[src/fatan_pkg.sv]
// Shared constants and types for the pipelined second-order polynomial atan2.
// Used by fast_atan2_polynomial_top; depends on nothing else.
package fatan_pkg;

    localparam int SAMPLE_WIDTH    = 16;
    localparam int ANGLE_FRAC_BITS = 12;
    localparam int OUT_WIDTH       = ANGLE_FRAC_BITS + 3;

    localparam int MAG_WIDTH = SAMPLE_WIDTH;
    localparam int REM_WIDTH = SAMPLE_WIDTH + 1;

    localparam int Z_FRAC        = 15;
    localparam int Z_WIDTH       = Z_FRAC + 1;
    localparam int DIV_PER_STAGE = 2;
    localparam int DIV_STAGES    = Z_WIDTH / DIV_PER_STAGE;

    localparam int ZSQ_WIDTH  = 2 * Z_WIDTH;
    localparam int COEF_WIDTH = 16;
    localparam int P_WIDTH    = COEF_WIDTH + ZSQ_WIDTH;
    localparam int T_WIDTH    = COEF_WIDTH + 2 * Z_FRAC - 1;
    localparam int T_LO_WIDTH = 23;
    localparam int T_HI_WIDTH = T_WIDTH - T_LO_WIDTH;
    localparam int PL_WIDTH   = T_LO_WIDTH + Z_WIDTH;
    localparam int PH_WIDTH   = T_HI_WIDTH + Z_WIDTH;
    localparam int ANG_WIDTH  = 64;
    localparam int DROP_BITS  = 60 - ANGLE_FRAC_BITS;

    localparam logic [COEF_WIDTH-1:0] COEF1 = 16'd31863;
    localparam logic [COEF_WIDTH-1:0] COEF2 = 16'd6290;
    localparam logic [T_WIDTH-1:0]    COEF1_SHIFTED = T_WIDTH'(COEF1) << (2 * Z_FRAC);

    localparam logic [ANG_WIDTH-1:0] PI_Q60      = 64'h3243F6A8885A308D;
    localparam logic [ANG_WIDTH-1:0] HALF_PI_Q60 = PI_Q60 >> 1;
    localparam logic [ANG_WIDTH-1:0] ROUND_HALF  = 64'd1 << (DROP_BITS - 1);
    localparam logic [ANG_WIDTH-1:0] LIM_FULL    = (PI_Q60 + ROUND_HALF) >> DROP_BITS;
    localparam logic [OUT_WIDTH-1:0] ANGLE_LIMIT = LIM_FULL[OUT_WIDTH-1:0];

    localparam int DIV_FIRST   = 2;
    localparam int SQ_STAGE    = DIV_FIRST + DIV_STAGES;
    localparam int SIDE_LAST   = SQ_STAGE + 4;
    localparam int PIPE_DEPTH  = SIDE_LAST + 5;

    typedef enum logic [2:0] {
        OFF_NONE,
        OFF_POS_PI,
        OFF_NEG_PI,
        OFF_POS_HALF,
        OFF_NEG_HALF
    } t_off;

    typedef struct packed {
        logic zero;
        logic neg;
        t_off off;
    } t_side;

endpackage

[src/fast_atan2_polynomial_top.sv]
// Pipelined atan2 by second-order polynomial: magnitude sort, pipelined restoring
// divider, split multipliers, octant correction, rounding and saturation.
// Depends on fatan_pkg.
//
//  Channel   Handshake                Payload
//  input     start, busy (always 0)   i_x_sample, i_y_sample
//  result    o_strobe (one cycle)     o_phase_angle
//
// One transfer can be taken in every cycle; busy never rises.
// Each result appears in the order of its transfer.
// The pipeline holds the divider, two quotient bits per stage over eight
// stages, and the multiplier chain that follows it.
// Synchronous active-low reset clears the valid bits; data registers are not reset.
module fast_atan2_polynomial_top
    import fatan_pkg::*;
(
    input  logic                           i_clk,
    input  logic                           i_rst_n,
    input  logic                           start,
    output logic                           busy,
    input  logic signed [SAMPLE_WIDTH-1:0] i_x_sample,
    input  logic signed [SAMPLE_WIDTH-1:0] i_y_sample,
    output logic                           o_strobe,
    output logic signed [OUT_WIDTH-1:0]    o_phase_angle
);

    function automatic logic [REM_WIDTH:0] div_step(
        input logic [REM_WIDTH-1:0] rem,
        input logic [REM_WIDTH-1:0] den
    );
        logic                 q;
        logic [REM_WIDTH-1:0] r;
        q = (rem >= den);
        r = q ? (rem - den) : rem;
        return {q, r[REM_WIDTH-2:0], 1'b0};
    endfunction

    logic [PIPE_DEPTH-1:0] r_vld;
    t_side                 r_side [1:SIDE_LAST];

    logic signed [SAMPLE_WIDTH-1:0] r_x, r_y;

    logic [REM_WIDTH-1:0] r_nm, r_dm;
    t_side                n_side1;
    logic [REM_WIDTH-1:0] n_nm, n_dm;

    logic [REM_WIDTH-1:0] r_rem [0:DIV_STAGES-1];
    logic [REM_WIDTH-1:0] r_den [0:DIV_STAGES-1];
    logic [Z_WIDTH-1:0]   r_quo [0:DIV_STAGES-1];
    logic [REM_WIDTH-1:0] n_rem [0:DIV_STAGES-1];
    logic [Z_WIDTH-1:0]   n_quo [0:DIV_STAGES-1];

    logic [ZSQ_WIDTH-1:0]  r_zsq;
    logic [P_WIDTH-1:0]    r_prod;
    logic [T_WIDTH-1:0]    r_t;
    logic [Z_WIDTH-1:0]    r_zm [0:2];
    logic [PL_WIDTH-1:0]   r_pl;
    logic [PH_WIDTH-1:0]   r_ph;
    logic [ANG_WIDTH-1:0]  r_a;
    logic signed [ANG_WIDTH-1:0] r_ang;
    logic signed [ANG_WIDTH-1:0] n_ang;
    logic [ANG_WIDTH-2:0]  r_mag;
    logic [1:0]            r_neg;
    logic [OUT_WIDTH-1:0]  r_rnd;
    logic signed [OUT_WIDTH-1:0] r_out;

    logic [MAG_WIDTH-1:0] mag_x, mag_y;
    logic                 x_branch, x_neg, y_neg, ratio_neg;
    logic [ANG_WIDTH-1:0] round_sum;
    logic [OUT_WIDTH-1:0] sat_val;

    assign busy = 1'b0;

    always_comb begin
        x_neg     = r_x[SAMPLE_WIDTH-1];
        y_neg     = r_y[SAMPLE_WIDTH-1];
        mag_x     = x_neg ? MAG_WIDTH'(-r_x) : MAG_WIDTH'(r_x);
        mag_y     = y_neg ? MAG_WIDTH'(-r_y) : MAG_WIDTH'(r_y);
        x_branch  = (mag_x > mag_y);
        ratio_neg = x_neg ^ y_neg;
        n_side1.zero = (mag_x == '0) && (mag_y == '0);
        if (x_branch) begin
            n_nm         = REM_WIDTH'(mag_y);
            n_dm         = REM_WIDTH'(mag_x);
            n_side1.neg  = ratio_neg;
            if (!x_neg) begin
                n_side1.off = OFF_NONE;
            end else if (!y_neg) begin
                n_side1.off = OFF_POS_PI;
            end else begin
                n_side1.off = OFF_NEG_PI;
            end
        end else begin
            n_nm         = REM_WIDTH'(mag_x);
            n_dm         = REM_WIDTH'(mag_y);
            n_side1.neg  = !ratio_neg;
            n_side1.off  = (!y_neg && (mag_y != '0)) ? OFF_POS_HALF : OFF_NEG_HALF;
        end
    end

    always_comb begin
        logic [REM_WIDTH-1:0] rem;
        logic [Z_WIDTH-1:0]   quo;
        logic [REM_WIDTH-1:0] den;
        logic [REM_WIDTH:0]   step;
        for (int j = 0; j < DIV_STAGES; j++) begin
            if (j == 0) begin
                rem = r_nm;
                quo = '0;
                den = r_dm;
            end else begin
                rem = r_rem[j-1];
                quo = r_quo[j-1];
                den = r_den[j-1];
            end
            for (int i = 0; i < DIV_PER_STAGE; i++) begin
                step = div_step(rem, den);
                quo  = {quo[Z_WIDTH-2:0], step[REM_WIDTH]};
                rem  = step[REM_WIDTH-1:0];
            end
            n_rem[j] = rem;
            n_quo[j] = quo;
        end
    end

    always_comb begin
        logic signed [ANG_WIDTH-1:0] sa;
        sa = r_side[SIDE_LAST].neg ? -signed'(r_a) : signed'(r_a);
        case (r_side[SIDE_LAST].off)
            OFF_POS_PI:   n_ang = sa + signed'(PI_Q60);
            OFF_NEG_PI:   n_ang = sa - signed'(PI_Q60);
            OFF_POS_HALF: n_ang = sa + signed'(HALF_PI_Q60);
            OFF_NEG_HALF: n_ang = sa - signed'(HALF_PI_Q60);
            default:      n_ang = sa;
        endcase
        if (r_side[SIDE_LAST].zero) begin
            n_ang = '0;
        end
    end

    assign round_sum = ANG_WIDTH'(r_mag) + ROUND_HALF;
    assign sat_val   = (r_rnd > ANGLE_LIMIT) ? ANGLE_LIMIT : r_rnd;

    always_ff @(posedge i_clk) begin
        if (!i_rst_n) begin
            r_vld <= '0;
        end else begin
            r_vld <= {r_vld[PIPE_DEPTH-2:0], start & !busy};
        end
    end

    always_ff @(posedge i_clk) begin
        r_x <= i_x_sample;
        r_y <= i_y_sample;

        r_nm      <= n_nm;
        r_dm      <= n_dm;
        r_side[1] <= n_side1;
        for (int k = 2; k <= SIDE_LAST; k++) begin
            r_side[k] <= r_side[k-1];
        end

        for (int j = 0; j < DIV_STAGES; j++) begin
            r_rem[j] <= n_rem[j];
            r_quo[j] <= n_quo[j];
            r_den[j] <= (j == 0) ? r_dm : r_den[(j == 0) ? 0 : j-1];
        end

        r_zsq   <= ZSQ_WIDTH'(r_quo[DIV_STAGES-1] * r_quo[DIV_STAGES-1]);
        r_zm[0] <= r_quo[DIV_STAGES-1];
        r_prod  <= P_WIDTH'(COEF2) * P_WIDTH'(r_zsq);
        r_zm[1] <= r_zm[0];
        r_t     <= COEF1_SHIFTED - r_prod[T_WIDTH-1:0];
        r_zm[2] <= r_zm[1];
        r_pl    <= PL_WIDTH'(r_t[T_LO_WIDTH-1:0] * r_zm[2]);
        r_ph    <= PH_WIDTH'(r_t[T_WIDTH-1:T_LO_WIDTH] * r_zm[2]);
        r_a     <= (ANG_WIDTH'(r_ph) << T_LO_WIDTH) + ANG_WIDTH'(r_pl);

        r_ang    <= n_ang;
        r_neg[0] <= r_ang[ANG_WIDTH-1];
        r_mag    <= r_ang[ANG_WIDTH-1] ? (ANG_WIDTH-1)'(-r_ang) : (ANG_WIDTH-1)'(r_ang);
        r_neg[1] <= r_neg[0];
        r_rnd    <= round_sum[DROP_BITS+OUT_WIDTH-1:DROP_BITS];
        r_out    <= r_neg[1] ? -signed'(sat_val) : signed'(sat_val);
    end

    assign o_strobe      = r_vld[PIPE_DEPTH-1];
    assign o_phase_angle = r_out;

endmodule

[config.mk]
export PLATFORM = sky130hd
export DESIGN_NAME = fast_atan2_polynomial_top
export DESIGN_NICKNAME = d
export VERILOG_FILES = /design/src/fatan_pkg.sv /design/src/fast_atan2_polynomial_top.sv
export SDC_FILE = /design/constraint.sdc
export NUM_CORES = 2
export LEC_CHECK = 0
export ABC_AREA = 1
export BUFFER_PORTS_ARGS = -buffer_cell sky130_fd_sc_hd__clkbuf_2
export CORE_ASPECT_RATIO = 2
export CORE_MARGIN = 4
export CORE_UTILIZATION = 40
export CTS_CLUSTER_DIAMETER = 60
export CTS_CLUSTER_SIZE = 10
export DETAILED_ROUTE_END_ITERATION = 8
export PLACE_DENSITY = 0.62
export SLEW_MARGIN = 20
export SYNTH_ARGS = -nofsm -noshare
export SYNTH_HDL_FRONTEND = slang
export SYNTH_SLANG_ARGS = --single-unit
[constraint.sdc]
create_clock -name i_clk -period 6.3 [get_ports i_clk]
set_input_delay 0.63 -clock i_clk [delete_from_list [all_inputs] [get_ports i_clk]]
set_output_delay 0.63 -clock i_clk [all_outputs]
set_load 0.005 [all_outputs]
Yosys cells after proc, flatten, opt, wreduce, memory -nomap -nowiden
Memory sizes are Yosys's and may differ from the RTL's. Index checks and enable logic that the tools add are counted.

Bits of input ports: 35. Memory bits (writable): 510. Register bits after elaboration: 504. Output and inout port bits: 17. Logic and storage cells: 112. Memories: 5.

Bitwise operators: 1. Eq/ne operators: 4. Add/sub/neg operators: 28. Multipliers: 4. Magnitude comparators: 18. Muxes and demuxes: 29. Reduce and logical (&&, ||, !) cells: 7.

Memories: r_den (words 8, bits a word 17, read ports 7, clocked after memory_dff 0, wr ports 8, line fast_atan2_polynomial_top.sv:48) `logic [REM_WIDTH-1:0] r_den [0:DIV_STAGES-1];`; r_quo (words 8, bits a word 16, read ports 8, clocked after memory_dff 0, wr ports 8, line fast_atan2_polynomial_top.sv:49) `logic [Z_WIDTH-1:0] r_quo [0:DIV_STAGES-1];`; r_rem (words 8, bits a word 16, read ports 7, clocked after memory_dff 0, wr ports 8, line fast_atan2_polynomial_top.sv:47) `logic [REM_WIDTH-1:0] r_rem [0:DIV_STAGES-1];`; r_side (words 14, bits a word 5, read ports 14, clocked after memory_dff 0, wr ports 14, line fast_atan2_polynomial_top.sv:39) `t_side r_side [1:SIDE_LAST];`; r_zm (words 3, bits a word 16, read ports 3, clocked after memory_dff 0, wr ports 3, line fast_atan2_polynomial_top.sv:56) `logic [Z_WIDTH-1:0] r_zm [0:2];`.

Operators by type and width (count): 16-bit two-way mux (20); 64-bit one-hot mux with 4 select lines (1); 16-bit subtractor (16); 17-bit greater-or-equal comparator (14); 64-bit by 62-bit adder with 64-bit output, second input constant (1); 64-bit by 63-bit adder with 64-bit output, second input constant (1); 64-bit two-way mux (1); 64-bit negation (1); 64-bit by 62-bit subtractor with 64-bit output, second input constant (1); 64-bit by 63-bit subtractor with 64-bit output, second input constant (1); 63-bit by 48-bit adder with 63-bit output, second input constant (1); 63-bit two-way mux (1); 63-bit negation (1); 61-bit by 39-bit adder with 62-bit output (1); 45-bit subtractor, first input constant (1); 12-bit by 32-bit multiplier with 44-bit output, first input constant (1); 23-bit by 16-bit multiplier with 39-bit output (1); 22-bit by 16-bit multiplier with 38-bit output (1); 16-bit logical NOT (2); 16-bit by 16-bit multiplier with 32-bit output (1); 16-bit negation (2); 15-bit two-way mux (2); 17-bit by 16-bit greater-or-equal comparator with 1-bit output (1); 16-bit greater-or-equal comparator (1); 13 further kinds (17).

Depth between registers and ports, before layout
Depth after elaboration: 6. Gate-level depth with buffers: 30.

Worst setup path before layout
No wires, ideal clock.

Kind: register -> register. From: reg r_side[0][72] (netlist name). To: reg r_ang[33]. Data arrival time: 5.531 ns. Cell stages (with the launch flop): 17. Path slack: 0.660 ns. Setup time: 0.110 ns. Clock period less this slack: 5.640 ns. Cells stage by stage: dfxtp_1 > nor3_1 > inv_1 > ha_1 > nand2_1 > inv_1 > a21oi_1 > nand2_1 > nand2_1 > nand3_1 > nand2_1 > nand2_1 > or2_2 > nand3_1 > nand3_1 > nand2_1 > inv_1.

RTL lines: end signal: assignment (line fast_atan2_polynomial_top.sv:179) `r_ang <= n_ang;`; end: declaration (line fast_atan2_polynomial_top.sv:60) `logic signed [ANG_WIDTH-1:0] r_ang;`.

==> reports/qor.txt <==
Initial Util: 0.402
CTS Buf Count: 106
mux cell area share after synthesis: 0.000126
global route total overflow: 0
Final Setup Violations: 0
layout cell share with drive strength beyond 1: 0.0437
ranking of synthesized cells by area: dfxtp_1, fa_1, nand2_1
Slew HR: 0.207
routed length on met3: 15800 um
max-slew violation count: 0
count of cell types in the netlist: 62
worst endpoint required time: 6.89 ns
Root Driver: clkbuf_16
Global Route Usage Sum: 0.291
placed cells: 15700
Hold Startpoint: start
Cell Area, Synth: 89400 um2
Die Span Y: 677 um
unrepaired setup endpoints after global routing: false
WS Path Type: flop to flop
CTS Buffer Depth: 3
status: finished, final reports clean
drt wl/cell: 21.1 um
syn avg cell area: 7.00 um2
uppermost layer routed: met5
XOR/XNOR share of the synthesized area: 0.0496
Data arrival, critical path: 6.69 ns
Post-DP HPWL: 282000 um
first-pass GRT wire length: 502000 um
Initial DRT Pass Iterations: 5
simple-gate area share of the yosys netlist: 0.251
GPL Wtd Cong: 1.04
Seq/Total Area, Yosys: 0.193
Final period util: 0.968
maximum fanout along the worst path: 13
DIE WIDTH: 342 um
Reg2Reg Depth: 23
reg-to-reg setup timing slack: 0.20 ns
Cells on Worst Hold Path: 3
HP Class: primary input to flop
Detailed Route Iter0 Violations: 3479
Synth Area in Adders: 0.302
Post-synth EDFFs: 0
Worst-Margin Slew: 1.19 ns
hold endpoint: r_vld[0]
Filler cells: 23600
Crit Reg-Reg Endpoint: r_zsq[17]
Core ar.: 223000 um2
routed wl met2: 184000 um
Max-Cap Viols: 0
WL final: 336000 um
CTS sink cnt: 860
highest clock rate: 164 MHz
port bufs: 50
flops & latches, synth: 860
Antenna Nets Post-Route: 0
residual DRC count: 0
vias in the first global route: 87100
CTS H-tree depth: 3
commonest non-fill, non-tap cell in the layout: nand2_1
largest family of logic cells by synthesized area: adder cells
Final TNS setup: 0 ns
asr flop ratio synth: 0
Synth Instances: 12800
Synth Area in Compound Gates: 0.0752
fin crit period: 6.10 ns
RR Startpoint: r_quo[1][50]
post-synthesis to final-layout area growth: 9.15%
crit end category: flop
kind of start point of the critical path: flop
top cell type's share of synthesized area: 0.193
Final Hold Viols: 0
CTS tree: done
YS warnings: 0
fin cells: 15900
Most used DFF post-synth: dfxtp_1
Metal-1 WL: 87300 um
Final Skew: 0.0396 ns
via/cell ratio: 5.10
Mapped Nets: 14500
pin count of the biggest net entering global routing: 59
initial antenna violation count: 32
Total Die Area: 232000 um2
Layout Nets: 14600
worst-skew pair later-pin latency: 0.76 ns
vias: 81200
num rows: 245
num ports: 52
area leader, netlist: dfxtp_1
most frequent cells in the layout: nand2_1, inv_1, ha_1
Reg clk slew, reported paths: 0.06 ns
-- registers in the layout, summed over array words and instances, names as in the netlist --
name	flops
r_ph	38
r_rem	112
r_nm	16
r_vld	19
r_dm	16
r_ang	64
r_t	43
o_phase_angle	15
r_mag	16
r_y	16
r_zm	45
r_x	16
r_side	70
r_zsq	31
r_pl	38
r_neg	2
r_rnd	15
r_quo	72
r_den	112
r_prod	43
r_a	61
-- worst max path at each step --
stage / slack, ns / startpoint / end / cells past startpoint
6_report: 0.20 / r_quo[1][50] / r_zsq[17] / 23
3_5_place_dp: 0.17 / r_zm[0][35] / r_ph[33] / 22
2_1_floorplan: 0.66 / r_side[0][72] / r_ang[33] / 16
3_3_place_gp: 0.20 / r_zm[0][35] / r_ph[33] / 22
4_1_cts: 0.19 / r_zm[0][35] / r_ph[33] / 22
5_1_grt: 0.003 / r_quo[1][50] / r_zsq[17] / 23
-- layout make-up --
type                    count  area, um2  area share
clock buffers             116       2730      0.0280
clock inverters            24        325     0.00333
flip-flops and latches    860      17200       0.177
multi-input cells        8852      60600       0.621
repair buffers            300       2440      0.0250
diodes                     39       97.6     0.00100
well taps                2964       3710      0.0380
inverters                2770      10400       0.107
-- cell families (layout without fill, tap and decap cells) --
kind of cell,count (synthesis),count (layout)
AOI/OAI and AO/OA,1201,1201
xor gates and xnor gates,506,506
adders and majority gates,1675,1675
buffers and inverters,3053,3210
DFF,860,860
muxes,1,1
other,1,40
and+or+nand+nor,5468,5468
-- timing repair --
item	in CTS	in global routing
gates resized for setup	0	8
setup buffers	0	2
hold buffers	32	0
hold endpoints to repair	32	0
setup endpoints to repair	0	21
-- synthesized netlist by cell type (all sizes together) (45+ instances only) --
cell       n
a21boi    46
a21o      47
a21oi    516
a31oi     57
buf       45
clkbuf   238
dfxtp    860
fa       806
ha       869
inv     2768
nand2   3622
nand3    626
nand3b    48
nand4    119
nor2     831
nor3     122
o21ai    415
o21bai    52
or2       50
xnor2    151
xor2     355
-- worst max-delay path, stage by stage, from the launching register on --
cell	delay (ns)
dfxtp_1	0.63
buf_4	0.33
nand2_1	0.14
inv_1	0.10
fa_1	0.41
inv_1	0.08
fa_1	0.40
inv_1	0.09
fa_1	0.42
inv_1	0.09
fa_1	0.43
fa_1	0.55
inv_1	0.06
fa_1	0.50
ha_1	0.37
nand2_1	0.12
nor2_1	0.15
nand2_1	0.07
nand2_1	0.10
a31oi_1	0.05
buf_4	0.18
inv_1	0.07
a21oi_1	0.09
xnor2_1	0.52
-- metrics by stage --
| stage | setup WS [ns] | hold slack [ns] | cell area (um2) | utilization |
|---|---|---|---|---|
| 6_report | 0.202 | 0.0669 | 97600 | 0.439 |
| 5_1_grt | 0.00268 | 0.0364 | 97600 | 0.438 |
| 4_1_cts | 0.186 | 0.00392 | 97400 | 0.438 |
| 3_5_place_dp | 0.173 | 0.312 | 94100 | 0.423 |
| 3_3_place_gp | 0.200 | 0.310 | 94100 | 0.423 |
| 2_1_floorplan | 0.660 | 0.310 | 89400 | - |
-- per-layer routing --
metal | vias to the layer above | global-route usage
li1 | 39200 | -
met1 | 38000 | 0.203
met2 | 2406 | 0.570
met3 | 1582 | 0.0671
met4 | 18 | 0.334
met5 | - | 0
Power is not shown: default switching activity piles up to over one toggle a cycle in this logic, so the estimate is an artifact.
